<file path="src/hw/rtl/hstn_pkg.sv">
// Shared types, constants and character tables of the HTML script-word neutralizer.
// No dependencies; used by the scanner, the output queue and the top level.
package hstn_pkg;

   localparam int WinDepth   = 5;
   localparam int WordLen    = WinDepth + 1;
   localparam int QueueDepth = 2 * WordLen;
   localparam int FillW      = $clog2(WinDepth + 1);
   localparam int PushCntW   = $clog2(WordLen + 1);
   localparam int QCntW      = $clog2(QueueDepth + 1);
   localparam int BeatIdxW   = $clog2(WordLen);

   localparam logic [7:0] LtChar   = 8'h3C;
   localparam logic [7:0] GtChar   = 8'h3E;
   localparam logic [7:0] SqChar   = 8'h27;
   localparam logic [7:0] DqChar   = 8'h22;
   localparam logic [7:0] CaseBit  = 8'h20;

   typedef logic [7:0] char_type;

   typedef struct packed {
      char_type data;
      logic     last;
   } beat_type;

   typedef struct packed {
      logic [PushCntW-1:0]         cnt;
      beat_type [WordLen-1:0]      beat;
   } push_type;

   // lower-case form of the word that gets neutralized
   function automatic char_type word_char(input logic [BeatIdxW-1:0] idx);
      char_type c;
      case (idx)
         3'd0:    c = 8'h73;   // s
         3'd1:    c = 8'h63;   // c
         3'd2:    c = 8'h72;   // r
         3'd3:    c = 8'h69;   // i
         3'd4:    c = 8'h70;   // p
         3'd5:    c = 8'h74;   // t
         default: c = 8'h00;
      endcase
      return c;
   endfunction

   // replacement text, space padded to the word length
   function automatic char_type span_char(input logic [BeatIdxW-1:0] idx);
      char_type c;
      case (idx)
         3'd0:    c = 8'h20;
         3'd1:    c = 8'h73;   // s
         3'd2:    c = 8'h70;   // p
         3'd3:    c = 8'h61;   // a
         3'd4:    c = 8'h6E;   // n
         3'd5:    c = 8'h20;
         default: c = 8'h00;
      endcase
      return c;
   endfunction

endpackage

</file>
<file path="src/hw/rtl/hstn_scan.sv">
// Scanner: lookahead window, tag/quote tracking and word match for one beat.
// Depends on hstn_pkg; emits up to six result beats per accepted input beat.
module hstn_scan (
   input  logic                     clock,
   input  logic                     reset,
   input  logic                     accept,
   input  hstn_pkg::char_type       text_byte,
   input  logic                     end_of_text,
   output hstn_pkg::push_type       push
);

   logic                              in_tag_ff, in_tag_in;
   logic                              in_quote_ff, in_quote_in;
   hstn_pkg::char_type                quote_char_ff, quote_char_in;
   logic [hstn_pkg::FillW-1:0]        fill_ff, fill_in;
   hstn_pkg::char_type                win_ff [hstn_pkg::WinDepth];
   hstn_pkg::char_type                win_in [hstn_pkg::WinDepth];

   hstn_pkg::char_type                cand [hstn_pkg::WordLen];
   logic                              full_win;
   logic                              tag_t, quote_t;
   hstn_pkg::char_type                qchar_t;
   logic                              word_hit;
   logic                              rewrite;

   // candidate six bytes: window contents, then the new byte
   always_comb begin
      for (int i = 0; i < hstn_pkg::WordLen; i++) begin
         if (i < hstn_pkg::WinDepth && hstn_pkg::FillW'(i) < fill_ff) begin
            cand[i] = win_ff[(i < hstn_pkg::WinDepth) ? i : 0];
         end else begin
            cand[i] = text_byte;
         end
      end
   end

   assign full_win = (fill_ff == hstn_pkg::FillW'(hstn_pkg::WinDepth));

   // track the oldest byte
   always_comb begin
      tag_t   = in_tag_ff;
      quote_t = in_quote_ff;
      qchar_t = quote_char_ff;
      if (cand[0] == hstn_pkg::LtChar) begin
         tag_t = 1'b1;
      end
      if (cand[0] == hstn_pkg::GtChar && tag_t && !quote_t) begin
         tag_t = 1'b0;
      end
      if ((cand[0] == hstn_pkg::SqChar || cand[0] == hstn_pkg::DqChar) && tag_t) begin
         if (!quote_t) begin
            qchar_t = cand[0];
            quote_t = 1'b1;
         end else if (cand[0] == qchar_t) begin
            quote_t = 1'b0;
         end
      end
   end

   always_comb begin
      word_hit = 1'b1;
      for (int i = 0; i < hstn_pkg::WordLen; i++) begin
         if ((cand[i] | hstn_pkg::CaseBit) != hstn_pkg::word_char(hstn_pkg::BeatIdxW'(i))) begin
            word_hit = 1'b0;
         end
      end
   end

   assign rewrite = full_win && tag_t && !quote_t && word_hit;

   // result beats
   always_comb begin
      push.cnt = '0;
      for (int i = 0; i < hstn_pkg::WordLen; i++) begin
         push.beat[i].data = rewrite ? hstn_pkg::span_char(hstn_pkg::BeatIdxW'(i)) : cand[i];
         push.beat[i].last = end_of_text && (hstn_pkg::FillW'(i) == fill_ff);
      end
      if (accept) begin
         if (end_of_text) begin
            push.cnt = hstn_pkg::PushCntW'(fill_ff) + 1'b1;
         end else if (full_win) begin
            push.cnt = rewrite ? hstn_pkg::PushCntW'(hstn_pkg::WordLen) : hstn_pkg::PushCntW'(1);
         end
      end
   end

   // next state
   always_comb begin
      in_tag_in     = in_tag_ff;
      in_quote_in   = in_quote_ff;
      quote_char_in = quote_char_ff;
      fill_in       = fill_ff;
      for (int i = 0; i < hstn_pkg::WinDepth; i++) begin
         win_in[i] = win_ff[i];
      end
      if (accept) begin
         if (end_of_text) begin
            in_tag_in     = 1'b0;
            in_quote_in   = 1'b0;
            quote_char_in = '0;
            fill_in       = '0;
         end else if (!full_win) begin
            for (int i = 0; i < hstn_pkg::WinDepth; i++) begin
               if (hstn_pkg::FillW'(i) == fill_ff) begin
                  win_in[i] = text_byte;
               end
            end
            fill_in = fill_ff + 1'b1;
         end else begin
            in_tag_in     = tag_t;
            in_quote_in   = quote_t;
            quote_char_in = qchar_t;
            if (rewrite) begin
               fill_in = '0;
            end else begin
               for (int i = 0; i < hstn_pkg::WinDepth; i++) begin
                  win_in[i] = (i < hstn_pkg::WinDepth - 1) ?
                              win_ff[(i < hstn_pkg::WinDepth - 1) ? i + 1 : i] : text_byte;
               end
            end
         end
      end
   end

   always_ff @(posedge clock) begin
      if (reset) begin
         in_tag_ff     <= 1'b0;
         in_quote_ff   <= 1'b0;
         quote_char_ff <= '0;
         fill_ff       <= '0;
      end else begin
         in_tag_ff     <= in_tag_in;
         in_quote_ff   <= in_quote_in;
         quote_char_ff <= quote_char_in;
         fill_ff       <= fill_in;
      end
   end

   always_ff @(posedge clock) begin
      for (int i = 0; i < hstn_pkg::WinDepth; i++) begin
         win_ff[i] <= win_in[i];
      end
   end

endmodule

</file>
<file path="src/hw/rtl/hstn_outq.sv">
// Output queue: takes up to six beats per cycle, releases one per cycle when popped.
// Depends on hstn_pkg; the head entry is the registered result beat.
module hstn_outq (
   input  logic                 clock,
   input  logic                 reset,
   input  hstn_pkg::push_type   push,
   input  logic                 pop,
   output hstn_pkg::beat_type   head,
   output logic                 not_empty,
   output logic                 full
);

   hstn_pkg::beat_type          q_ff [hstn_pkg::QueueDepth];
   hstn_pkg::beat_type          q_in [hstn_pkg::QueueDepth];
   logic [hstn_pkg::QCntW-1:0]  cnt_ff, cnt_in;
   logic [hstn_pkg::QCntW-1:0]  base;
   logic [hstn_pkg::QCntW-1:0]  off [hstn_pkg::QueueDepth];

   assign base = cnt_ff - hstn_pkg::QCntW'(pop);

   // advance survivors, append new beats behind them
   always_comb begin
      for (int j = 0; j < hstn_pkg::QueueDepth; j++) begin
         off[j] = hstn_pkg::QCntW'(j) - base;
         if (hstn_pkg::QCntW'(j) < base) begin
            q_in[j] = pop ? q_ff[(j + 1 < hstn_pkg::QueueDepth) ? j + 1 : j] : q_ff[j];
         end else if (off[j] < hstn_pkg::QCntW'(push.cnt)) begin
            q_in[j] = push.beat[off[j][hstn_pkg::BeatIdxW-1:0]];
         end else begin
            q_in[j] = q_ff[j];
         end
      end
   end

   assign cnt_in    = base + hstn_pkg::QCntW'(push.cnt);
   assign head      = q_ff[0];
   assign not_empty = (cnt_ff != '0);
   assign full      = (cnt_ff > hstn_pkg::QCntW'(hstn_pkg::QueueDepth - hstn_pkg::WordLen));

   always_ff @(posedge clock) begin
      if (reset) begin
         cnt_ff <= '0;
      end else begin
         cnt_ff <= cnt_in;
      end
   end

   always_ff @(posedge clock) begin
      for (int j = 0; j < hstn_pkg::QueueDepth; j++) begin
         q_ff[j] <= q_in[j];
      end
   end

endmodule

</file>
<file path="src/hw/rtl/html_script_tag_neutralizer.sv">
// Flow: a byte is decided once five later bytes have arrived or the beat that ends
//   the text arrives; its result beat is then registered in the output queue.
// Throughput: one input beat per cycle unless req_stall, one result beat per cycle
//   unless rsp_stall, from a 12-entry queue; req_stall rises above six queued beats.
// Reset: synchronous, active high; clears tag/quote tracking, the window fill and the
//   queue count. Window and queue contents are not cleared.
module html_script_tag_neutralizer (
   input  logic                clock,
   input  logic                reset,
   input  logic                req_valid,
   output logic                req_stall,
   input  logic [7:0]          req_text_byte,
   input  logic                req_end_of_text,
   output logic                rsp_valid,
   input  logic                rsp_stall,
   output logic [7:0]          rsp_out_byte,
   output logic                rsp_out_last
);

   logic                  accept;
   logic                  pop;
   logic                  q_full;
   logic                  q_not_empty;
   hstn_pkg::push_type    push;
   hstn_pkg::beat_type    head;

   // Hold off new input beats while the queue might not fit a full rewrite.
   assign req_stall = q_full;
   assign accept    = req_valid && !req_stall;

   // Result beat leaves when the receiver is not stalling.
   assign pop = rsp_valid && !rsp_stall;

   // The scanner holds up to five pending bytes and the tracking state. Per input
   // beat it produces nothing (window filling), the oldest byte, the " span "
   // rewrite, or, on the end of the text, every pending byte plus the new one.
   hstn_scan u_scan (
      .clock       (clock),
      .reset       (reset),
      .accept      (accept),
      .text_byte   (req_text_byte),
      .end_of_text (req_end_of_text),
      .push        (push)
   );

   // The queue flattens those bursts into one result beat per cycle unless stalled; its
   // head entry is registered, so a stalled result never blocks the input side directly.
   hstn_outq u_outq (
      .clock     (clock),
      .reset     (reset),
      .push      (push),
      .pop       (pop),
      .head      (head),
      .not_empty (q_not_empty),
      .full      (q_full)
   );

   assign rsp_valid    = q_not_empty;
   assign rsp_out_byte = head.data;
   assign rsp_out_last = head.last;

endmodule

</file>
<file path="config.mk">
export PLATFORM = sky130hd
export DESIGN_NAME = html_script_tag_neutralizer
export DESIGN_NICKNAME = d
export VERILOG_FILES = /design/src/hw/rtl/hstn_pkg.sv /design/src/hw/rtl/hstn_scan.sv /design/src/hw/rtl/hstn_outq.sv /design/src/hw/rtl/html_script_tag_neutralizer.sv
export SDC_FILE = /design/constraint.sdc
export NUM_CORES = 1
export LEC_CHECK = 0
export ABC_AREA = 1
export BUFFER_PORTS_ARGS = -buffer_cell sky130_fd_sc_hd__buf_2
export CAP_MARGIN = 20
export CORE_AREA = 2 2 137 166
export DETAILED_ROUTE_END_ITERATION = 12
export DIE_AREA = 0 0 139 168
export GPL_ROUTABILITY_DRIVEN = 0
export GPL_TIMING_DRIVEN = 0
export PLACE_DENSITY_LB_ADDON = 0.08
export SLEW_MARGIN = 20
export SYNTH_ARGS = -nofsm -noshare
export SYNTH_HDL_FRONTEND = slang
export SYNTH_SLANG_ARGS = --single-unit
</file>
<file path="constraint.sdc">
create_clock -name clock -period 9.31 [get_ports clock]
set_input_delay 0.931 -clock clock [delete_from_list [all_inputs] [get_ports clock]]
set_output_delay 0.931 -clock clock [all_outputs]
set_load 0.01 [all_outputs]
</file>
# Yosys cells after proc, flatten, opt, wreduce, memory -nomap -nowiden
# Memory sizes are Yosys's and may differ from the RTL's.
# Cells that the tools add are included.
[word_totals]
regBits = 17
ram_bits = 148
input_bits = 13
out_inout_bits = 11
elab_cells = 214
memories = 2
[op_classes]
n_addsub = 15
n_lt_le_gt_ge = 42
n_eq_ne = 19
n_mux = 105
n_reduce_logical = 26
[memory_table]
columns = ["memory", "words", "width", "rd", "rd_clocked_by_memory_dff", "wr", "line", "text"]
rows = [
  ["u_outq.q_ff", 12, 9, 12, 0, 12, "hstn_outq.sv:13", "hstn_pkg::beat_type q_ff [hstn_pkg::QueueDepth];"],
  ["u_scan.win_ff", 5, 8, 5, 0, 5, "hstn_scan.sv:16", "hstn_pkg::char_type win_ff [hstn_pkg::WinDepth];"],
]
[op_table]
columns = ["op", "n"]
rows = [
  ["two-way mux 9 bit", 47],
  ["binary-select mux 9 bit (select 3 bit)", 12],
  ["two-way mux 40 bit", 4],
  ["two-way mux 8 bit", 20],
  ["< comparator 3 x 4 -> 1 bit (second input constant)", 12],
  ["< comparator 4 x 3 -> 1 bit", 12],
  ["!= test 7 x 6 -> 1 bit (second input constant)", 6],
  ["== test 8 x 6 -> 1 bit (second input constant)", 4],
  ["two-way mux 3 bit", 7],
  ["< comparator 3 x 4 -> 1 bit (first input constant)", 4],
  ["< comparator 4 bit (first input constant)", 4],
  ["subtractor 3 x 4 -> 4 bit (first input constant)", 4],
  ["subtractor 4 bit (first input constant)", 4],
  ["two-way mux 1 bit", 15],
  ["logical AND 1 bit", 14],
  ["== test 8 bit", 1],
  ["< comparator 1 x 4 -> 1 bit (first input constant)", 2],
  ["< comparator 2 x 4 -> 1 bit (first input constant)", 2],
  ["subtractor 1 x 4 -> 4 bit (first input constant)", 2],
  ["subtractor 2 x 4 -> 4 bit (first input constant)", 2],
  ["== test 2 x 3 -> 1 bit (first input constant)", 2],
  ["== test 3 bit (first input constant)", 2],
  ["< comparator 1 x 3 -> 1 bit (first input constant)", 2],
  ["< comparator 2 x 3 -> 1 bit (first input constant)", 2],
  ["other kinds (16)", 21],
]

# Depth between registers and ports, before layout
# Gate-level depths: netlist of the first run.
[logic_depth]
ltp_word = 19
ltp_mapped = 26
depth_no_buf = 25

# By module
# A second synthesis of the first run with hierarchy kept.
[hier_totals]
hier_cells = 1584
hier_area_um2 = 11202.0
[by_module_without_submodules]
columns = ["module", "n_inst", "cells_each", "area_each_um2"]
rows = [
  ["hstn_outq", 1, 1058, 7607.3],
  ["hstn_scan", 1, 522, 3574.7],
  ["html_script_tag_neutralizer", 1, 4, 20.0],
]

# Worst setup path before layout of the first run
# Ideal clock, no wire load.
[synth_path]
path_kind = "input port to flip-flop"
startpoint = "in rsp_stall"
endpoint = "mem u_outq.q_ff[1][0] (netlist bit), enable pin"
setup_time_ns = 0.387
arrival_ns = 4.519
slack_ns = 4.403
path_stages = 16
path_buffers = 5
cell_sequence = "a31oi_1 ha_1 ha_1 clkbuf_1 inv_1 clkbuf_1 buf_1 ha_1 inv_1 xor2_1 clkbuf_1 clkbuf_1 ha_1 a21oi_1 nand3_1 o21ai_0"
[synth_lines]
columns = ["item", "line", "text"]
rows = [
  ["start: declaration", "html_script_tag_neutralizer.sv:15", "input logic rsp_stall,"],
  ["end: declaration", "hstn_outq.sv:13", ""],
]

==> impl_metrics.ini, run 1 <==
[run_status]
outcome = finished clean

[drt]
first_pass_iters = 7
drcViolationCount = 0
routed_wl_um = 39210
via_count = 10300
viasPerCell = 5.711
drt_iter0_markers = 1213
wl_per_cell_um = 21.73
ant_nets = 0

[clock_tree]
clk_pin_slew_ns = 0.07
clock_path_buffers = 2
ctsResizeCount = 0
clkLatencyLatePin_ns = 0.45
cts.sinks = 165
numCtsBuffers = 17
root_buffer = clkbuf_16
post_cts_buffers = 0
ctsHoldBuffers = 0
htreeDepth = 4
cts_tree = built

[timing]
rsz0062_at_grt = false
tightest_slew_ns = 1.120
fin_crit_sh = 0.6295
fin_skew_ns = 0.01580
period_minus_slack_ns = 5.860
slew_headroom = 0.2535
setup_violations = 0
tns_ns = 0
max_freq_mhz = 170.6
drv_slew = 0
hold_violations = 0

[place]
dp_hpwl_um = 31120
port_buffers = 23

[synth]
netlist_instances = 1468
yosys-top-cells-count = nand2_1 (592), nand3_1 (192), edfxtp_1 (148), o21ai_0 (108), inv_1 (95)
synth_top_cells_by_area = edfxtp_1 (41%), nand2_1 (21%), nand3_1 (8.9%)
synthFlopType = edfxtp_1
synth_cell_types = 39
yosysMostFrequentCell = nand2_1
syn_avg_cell_area_um2 = 7.332
async_flop_share = 0
yosysTopAreaCell = edfxtp_1
yosys_warnings = 0
netlist_area_um2 = 10760
ys_seq_elements = 165
synth_top_area_frac = 0.4129
synth_edf_count = 148
postSynthNetCount = 1517
synth_seq_area_share = 0.4445

[worst_setup_path]
crit_path_end_kind = flip-flop
cp.required_ns = 9.39
criticalPathCategory = in -> reg
critPathMaxFanout = 16
cp.arrival_ns = 5.94
start_kind = input port

[finish]
fillers = 2170
ff_latch_area_um2 = 4785
syn_to_final_growth_pct = 10.22
drive_gt1_frac = 0.06820
diodes = 0
fin_nets = 1561
multi_input_area_um2 = 5214

[die]
num_io_pins = 24
die_w_um = 139
rows = 60
start_util = 0.4910
die_h_um = 168
core_area_um2 = 21920
dieArea_um2 = 23350

[global_route]
antenna_found_initial = 1
grt_max_degree = 19
grt_pass1_wl_um = 58070
grt-ovfl-total = 0
grt_use_total = 0.3384
grt_pass1_vias = 9711

[worst_hold_path]
min_path_type = reg -> reg

[run]
maxCapViolations = 0
[kinds of logic (layout without fill, tap and decap cells)]
family | after synthesis | in the layout | share of synthesized area
adders and majority gates | 36 | 36 | 0.04254
xor gates and xnor gates | 8 | 8 | 0.006509
DFF | 165 | 165 | 0.4445
and+or+nand+nor | 873 | 873 | 0.3350
AOI/OAI and AO/OA | 195 | 195 | 0.09508
muxes | 2 | 2 | 0.001860
buffers and inverters | 189 | 246 | 0.07451
[per-layer routing]
metal / vias up / global-route usage / routed length (um)
met5: - / 0 / 13
met4: 2 / 0.3087 / 4488
met3: 202 / 0.06712 / 2874
met2: 551 / 0.5633 / 18240
met1: 4597 / 0.3627 / 13590
li1: 4951 / - / -
[critical path, stage by stage]
cell and delay (ns):
buf_2 0.10, a31oi_1 0.29, ha_1 0.26, ha_1 0.32, clkbuf_1 0.25, inv_1 0.12, clkbuf_1 0.31, buf_1 0.73
ha_1 0.31, inv_1 0.11, xor2_1 0.22, clkbuf_1 0.41, clkbuf_1 0.51, ha_1 0.33, a21oi_1 0.19, nand3_1 0.11
o21ai_1 0.44
[stage by stage]
step,hold slack [ns],area [um^2],cells,setup WS (ns),utilization
2_1_floorplan,0.4363,10760,1468,4.403,-
3_3_place_gp,0.4497,11230,1770,3.087,0.5122
4_1_cts,0.4629,11860,1804,3.566,0.5412
3_5_place_dp,0.4515,11280,1772,3.118,0.5144
5_1_grt,0.5001,11860,1804,3.101,0.5412
6_report,0.4584,11860,1804,3.450,0.5412
[sequential cells by signal, indices dropped and copies added (netlist names)]
name                  flops
u_scan.fill_ff            3
u_scan.win_ff            40
u_outq.cnt_ff             4
u_outq.q_ff             108
u_scan.in_tag_ff          1
u_scan.quote_char_ff      8
u_scan.in_quote_ff        1
[layout by cell type, fill, tap and decap left out, types with 3 or more instances in the layout]
master     Yosys  final
a21oi_1       54     54
and2_1         5      5
buf_1         10     10
buf_2          8     32
buf_4         12     13
buf_6          5      5
clkbuf_1      46     46
clkbuf_16      0     17
clkinv_1      10     11
clkinv_4       0      5
clkinv_8       0      3
dfxtp_1       17     17
edfxtp_1     148    148
ha_1          35     35
inv_1         95     95
inv_2          3      3
inv_8          0      5
nand2_1      592    592
nand2_2        7      7
nand3_1      192    192
nand4_1        4      4
nor2_1        55     55
nor3_1         9      4
nor3_2         0      5
o211ai_1      11     11
o21ai_0      108    102
o21ai_1       11     17
o22ai_1        4      4
xnor2_1        4      4
xor2_1         4      4
[area by class of cell]
class / instances / area share
inverter: 108 / 0.03417
multi-input combinational: 1114 / 0.4395
sequential: 165 / 0.4033
buffer: 81 / 0.03343
clock buffer: 17 / 0.03586
timing repair buffer: 25 / 0.01076
tap: 279 / 0.02942
clock inverter: 15 / 0.01360
[worst paths after layout]
path / from / to / slack [ns] / depth (start not counted)
worst max-delay path: rsp_stall / u_outq.q_ff[1][5] / 3.45 / 17
worst min-delay path: u_scan.quote_char_ff[4] / u_scan.quote_char_ff[4] / 0.46 / 2
worst min register to register: u_scan.quote_char_ff[4] / u_scan.quote_char_ff[4] / 0.46 / 2
worst max register to register: u_outq.cnt_ff[1] / u_outq.q_ff[1][5] / 3.54 / 17
Power of run 1 is left out: the tool's default activity adds up to more than one toggle a clock period on the data nets, which glitch-free logic cannot reach.
==> run 2: changes to the inputs <==
Clock period 9.31 ns to 4.85 ns, I/O delays scaled along.
==> run 2 against run 1 <==
Global-route usage is 0.098 points lower; sequential share of layout area is 0.30 points lower; register-to-register slack worse by 3.2 ns; utilization is 0.41 points higher; clock skew is 0.0010 ns lower; critical path depth is 1 lower; worst hold slack worse by 0.23 ns; sequential cell count stayed put; cell count hardly changed; wire length hardly changed; non-clock buffer count is 1 lower; critical endpoint is now u_outq.q_ff[1][1].
==> impl_metrics.ini, run 2 (synthesis results as in run 1) <==
[run_status]
outcome = finished clean

[timing]
rsz0062_at_grt = false
fin_crit_sh = 0.9364
tightest_slew_ns = 0.9387
drv_slew = 0
slew_headroom = 0.3676
hold_violations = 0
fin_skew_ns = 0.01479
max_freq_mhz = 220.2
fin_ws_ns = 0.3085
setup_violations = 0
whs_ns = 0.2283
period_minus_slack_ns = 4.542

[place]
port_buffers = 23
dp_hpwl_um = 31120
placedCellCount = 1772
pre_cts_ws_ns = -0.8956

[clock_tree]
root_buffer = clkbuf_16
htreeDepth = 4
cts_tree = built
cts.sinks = 165
numCtsBuffers = 17
ctsHoldBuffers = 0
clkLatencyLatePin_ns = 0.45
clk_pin_slew_ns = 0.07
clock_path_buffers = 2

[worst_hold_path]
min_path_type = in -> reg

[finish]
drive_gt1_frac = 0.08465
mostFrequentLayoutCell = nand2_1
largest_reg_flops = 108
top_regs = u_outq.q_ff: 108 flops, u_scan.win_ff: 40 flops, u_scan.quote_char_ff: 8 flops
diodes = 0
fin_nets = 1560
final_cells = 1803
regMostFlops = u_outq.q_ff
final_cell_mix = nand2_1 (591), nand3_1 (192), edfxtp_1 (148)
syn_to_final_growth_pct = 11.05

[worst_setup_path]
setup.worst_path.end = u_outq.q_ff[1][1]
cp-startpoint = u_outq.cnt_ff[1]
criticalPathCategory = reg -> reg
critPathMaxFanout = 16
cpMaxStageDelayCell = ha_1
cp.required_ns = 4.95
start_kind = flip-flop
reg2regPathDepth = 16
crit_buf_inv = 6
cp.arrival_ns = 4.64
cp_top_family = buffers and inverters
r2r-end = u_outq.q_ff[1][1]
crit_chain = nor2_1 -> a31oi_1 -> ha_1 -> ha_1 -> clkbuf_2 -> inv_1 -> buf_4 -> ha_1 -> inv_1 -> xor2_1 -> clkbuf_2 -> clkbuf_2 -> ha_1 -> a21oi_1 -> nand3_1 -> o21ai_2
ff2ff_setup_slack_ns = 0.31
slowest_delay_ns = 0.39
crit_cells = 16
crit_path_end_kind = flip-flop
cp_common_cell = ha_1
rr_startpoint = u_outq.cnt_ff[1]

[die]
start_util = 0.4910
num_io_pins = 24
die_w_um = 139
rows = 60
die_h_um = 168
dieArea_um2 = 23350
core_area_um2 = 21920

[drt]
first_pass_iters = 7
wl_per_cell_um = 21.76
drt_iter0_markers = 1091
ant_nets = 0
drcViolationCount = 0
routed_wl_um = 39240
via_count = 10420
viasPerCell = 5.779

[global_route]
grt_pass1_wl_um = 58010
grt_use_total = 0.3374
grt_max_degree = 19
grt_pass1_vias = 9722
antenna_found_initial = 0
grt-ovfl-total = 0

[run]
maxCapViolations = 0
## run 2: changes by cell type in the layout (fill, tap and decap cells not counted), sizes merged
cell      before  now
clkinvlp       0    4
clkbuf        63   59
buf           60   63
clkinv        19   17
inv          104  102
## run 2: metrics by stage
step / area (um^2) / TNS, ns / utilization
floorplan: 10760 / 0 / -
global route: 11950 / 0 / 0.5453
CTS: 11890 / 0 / 0.5423
detailed placement: 11280 / -32.13 / 0.5144
finish: 11950 / 0 / 0.5453
global placement: 11230 / -37.08 / 0.5122
## run 2: cell type report
type | count | area, um^2
fill | 2160 | 9967
timing repair buffer | 28 | 150.1
buffer | 77 | 392.9
tap | 279 | 349.1
clock buffer | 17 | 425.4
sequential | 165 | 4785
clock inverter | 15 | 161.4
multi-input combinational | 1114 | 5270
inverter | 108 | 420.4
## run 2: how the worst min path moves through the flow
stage / to / from / slack, ns / cells past startpoint
2_1_floorplan: u_scan.quote_char_ff[3] / u_scan.quote_char_ff[3] / 0.44 / 2
3_3_place_gp: u_scan.quote_char_ff[6] / u_scan.quote_char_ff[6] / 0.45 / 2
3_5_place_dp: u_scan.quote_char_ff[4] / u_scan.quote_char_ff[4] / 0.45 / 2
4_1_cts: u_scan.win_ff[0][32] / req_text_byte[0] / 0.23 / 1
5_1_grt: u_scan.win_ff[0][32] / req_text_byte[0] / 0.22 / 1
6_report: u_scan.win_ff[0][32] / req_text_byte[0] / 0.23 / 1
## run 2: repair_timing
action,in CTS,in global routing
gates resized for setup,10,17
endpoints found under the setup margin,54,86
buffers inserted,0,3
## run 2: metal layers
metal  wire [um]  global-route usage  part of all wire  vias to the layer above
met3        3023             0.06342             0.077                      194
met4        4612              0.3166              0.12                        0
met2       18070              0.5579              0.46                      605
li1            -                   -                 -                     4950
met5           0                   0                 0                        -
met1       13530              0.3634              0.34                     4671
## run 2: worst reg2reg max path: stages, from the launching register on
cell and delay, ns:
dfxtp_1 0.33, nor2_1 0.21, a31oi_1 0.20, ha_1 0.26, ha_1 0.39, clkbuf_2 0.22
inv_1 0.26, buf_4 0.32, ha_1 0.22, inv_1 0.11, xor2_1 0.23, clkbuf_2 0.29
clkbuf_2 0.32, ha_1 0.29, a21oi_1 0.20, nand3_1 0.13, o21ai_2 0.23
Power of run 2 is left out for the same reason.
==> run 3: changes to the inputs <==
Settings changed: BUFFER_PORTS_ARGS -buffer_cell sky130_fd_sc_hd__buf_2 to not set, DONT_BUFFER_PORTS set to 1, SLEW_MARGIN 20 to 10.
==> run 3 against run 2 <==
Highest routed layer is now met5; sequential share of layout area rose by 0.25 points; setup slack got worse by 0.0061 ns; final area down 0.63%; die area did not move; first-iteration DRC count down 5.5%; wire length up 1.7%; clock skew fell by 0.0046 ns; global-route usage grew 0.64 points.
==> impl_metrics.ini, run 3 (synthesis results as in run 1) <==
[clock_tree]
clk_pin_slew_ns = 0.07
clkLatencyLatePin_ns = 0.45
numCtsBuffers = 17
htreeDepth = 4
root_buffer = clkbuf_16
cts_tree = built
clock_path_buffers = 2
ctsHoldBuffers = 0
cts.sinks = 165

[global_route]
grt_pass1_vias = 9827
grt_max_degree = 19
antenna_found_initial = 2
grt_pass1_wl_um = 59110
grt-ovfl-total = 0
grt_use_total = 0.3438

[drt]
viasPerCell = 5.791
drcViolationCount = 0
first_pass_iters = 6
via_count = 10370
drt_iter0_markers = 1031
wl_per_cell_um = 22.29
ant_nets = 0
routed_wl_um = 39900

[timing]
hold_violations = 0
whs_ns = 0.09852
tightest_slew_ns = 1.007
max_freq_mhz = 219.9
slew_headroom = 0.3216
drv_slew = 0
rsz0062_at_grt = false
fin_skew_ns = 0.01023
setup_violations = 0
period_minus_slack_ns = 4.548
fin_crit_sh = 0.9376

[die]
rows = 60
dieArea_um2 = 23350
num_io_pins = 24
start_util = 0.4910
die_h_um = 168
die_w_um = 139
core_area_um2 = 21920

[worst_setup_path]
cp_top_family = adder cells
cpMaxStageDelayCell = ha_1
slowest_delay_ns = 0.54
cp.arrival_ns = 4.64
crit_buf_inv = 3
crit_chain = nor2_1 -> a31oi_1 -> ha_1 -> ha_1 -> or2_2 -> nand2_2 -> clkinvlp_4 -> clkbuf_2 -> ha_1 -> inv_1 -> ha_1 -> a21oi_1 -> nand2_1 -> o22ai_2
crit_path_end_kind = flip-flop
cp.required_ns = 4.94
start_kind = flip-flop
cp_common_cell = ha_1
criticalPathCategory = reg -> reg
critPathMaxFanout = 17

[run]
maxCapViolations = 0

[finish]
top_regs = u_outq.q_ff: 108 flops, u_scan.win_ff: 40 flops, u_scan.quote_char_ff: 8 flops
fin_nets = 1546
mostFrequentLayoutCell = nand2_1
regMostFlops = u_outq.q_ff
multi_input_area_um2 = 5239
drive_gt1_frac = 0.07285
syn_to_final_growth_pct = 10.36
final_cell_mix = nand2_1 (591), nand3_1 (192), edfxtp_1 (148)
largest_reg_flops = 108
fillers = 2175
ff_latch_area_um2 = 4785

[run_status]
outcome = finished clean

[place]
port_buffers = 0
dp_hpwl_um = 31440

[worst_hold_path]
min_path_type = in -> reg
## run 3: changes by cell type in the layout (fill, tap and decap cells not counted), moves of 3 or more
cell / change
clkbuf_4: +3
buf_4: +8
clkbuf_2: -3
buf_2: -22
## run 3: final cells by class
| cell class | instances | share of cell area |
|---|---|---|
| clock inverter | 15 | 0.01359 |
| sequential | 165 | 0.4028 |
| antenna | 1 | 0.0002107 |
| buffer | 77 | 0.03371 |
| multi-input combinational | 1114 | 0.4410 |
| timing repair buffer | 14 | 0.008426 |
| inverter | 108 | 0.03507 |
| clock buffer | 17 | 0.03581 |
| tap | 279 | 0.02939 |
## run 3: per-layer routing
layer  GRT usage  part of all wire
met3     0.07594             0.084
met4      0.3575              0.13
met5           0           0.00033
met1      0.3655              0.35
met2      0.5487              0.44
## run 3: worst paths after layout
path                                              start                       to  slack, ns  depth (start not counted)
worst max-delay path                   u_outq.cnt_ff[2]       u_outq.q_ff[4][13]       0.30                         14
worst min-delay path                              reset  u_scan.quote_char_ff[3]        0.1                          1
worst max register to register         u_outq.cnt_ff[2]       u_outq.q_ff[4][13]       0.30                         14
worst min register to register  u_scan.quote_char_ff[3]  u_scan.quote_char_ff[3]       0.46                          2
## run 3: metrics by stage
stage | setup TNS [ns] | util | cells | cell area [um^2] | setup slack, ns
global route | 0 | 0.5418 | 1789 | 11880 | 0.007386
global placement | -30.94 | 0.5070 | 1747 | 11110 | -0.7872
detailed placement | -26.42 | 0.5099 | 1754 | 11180 | -0.7977
finish | 0 | 0.5419 | 1790 | 11880 | 0.3024
CTS | 0 | 0.5373 | 1785 | 11780 | 0.005489
floorplan | 0 | - | 1468 | 10760 | 0.3891
## run 3: timing repair
item,CTS,global route
pin swaps,0,0
setup buffers,0,6
setup endpoints to repair,59,84
gates resized for setup,11,25
cloned,0,0
Power of run 3 is left out for the same reason.
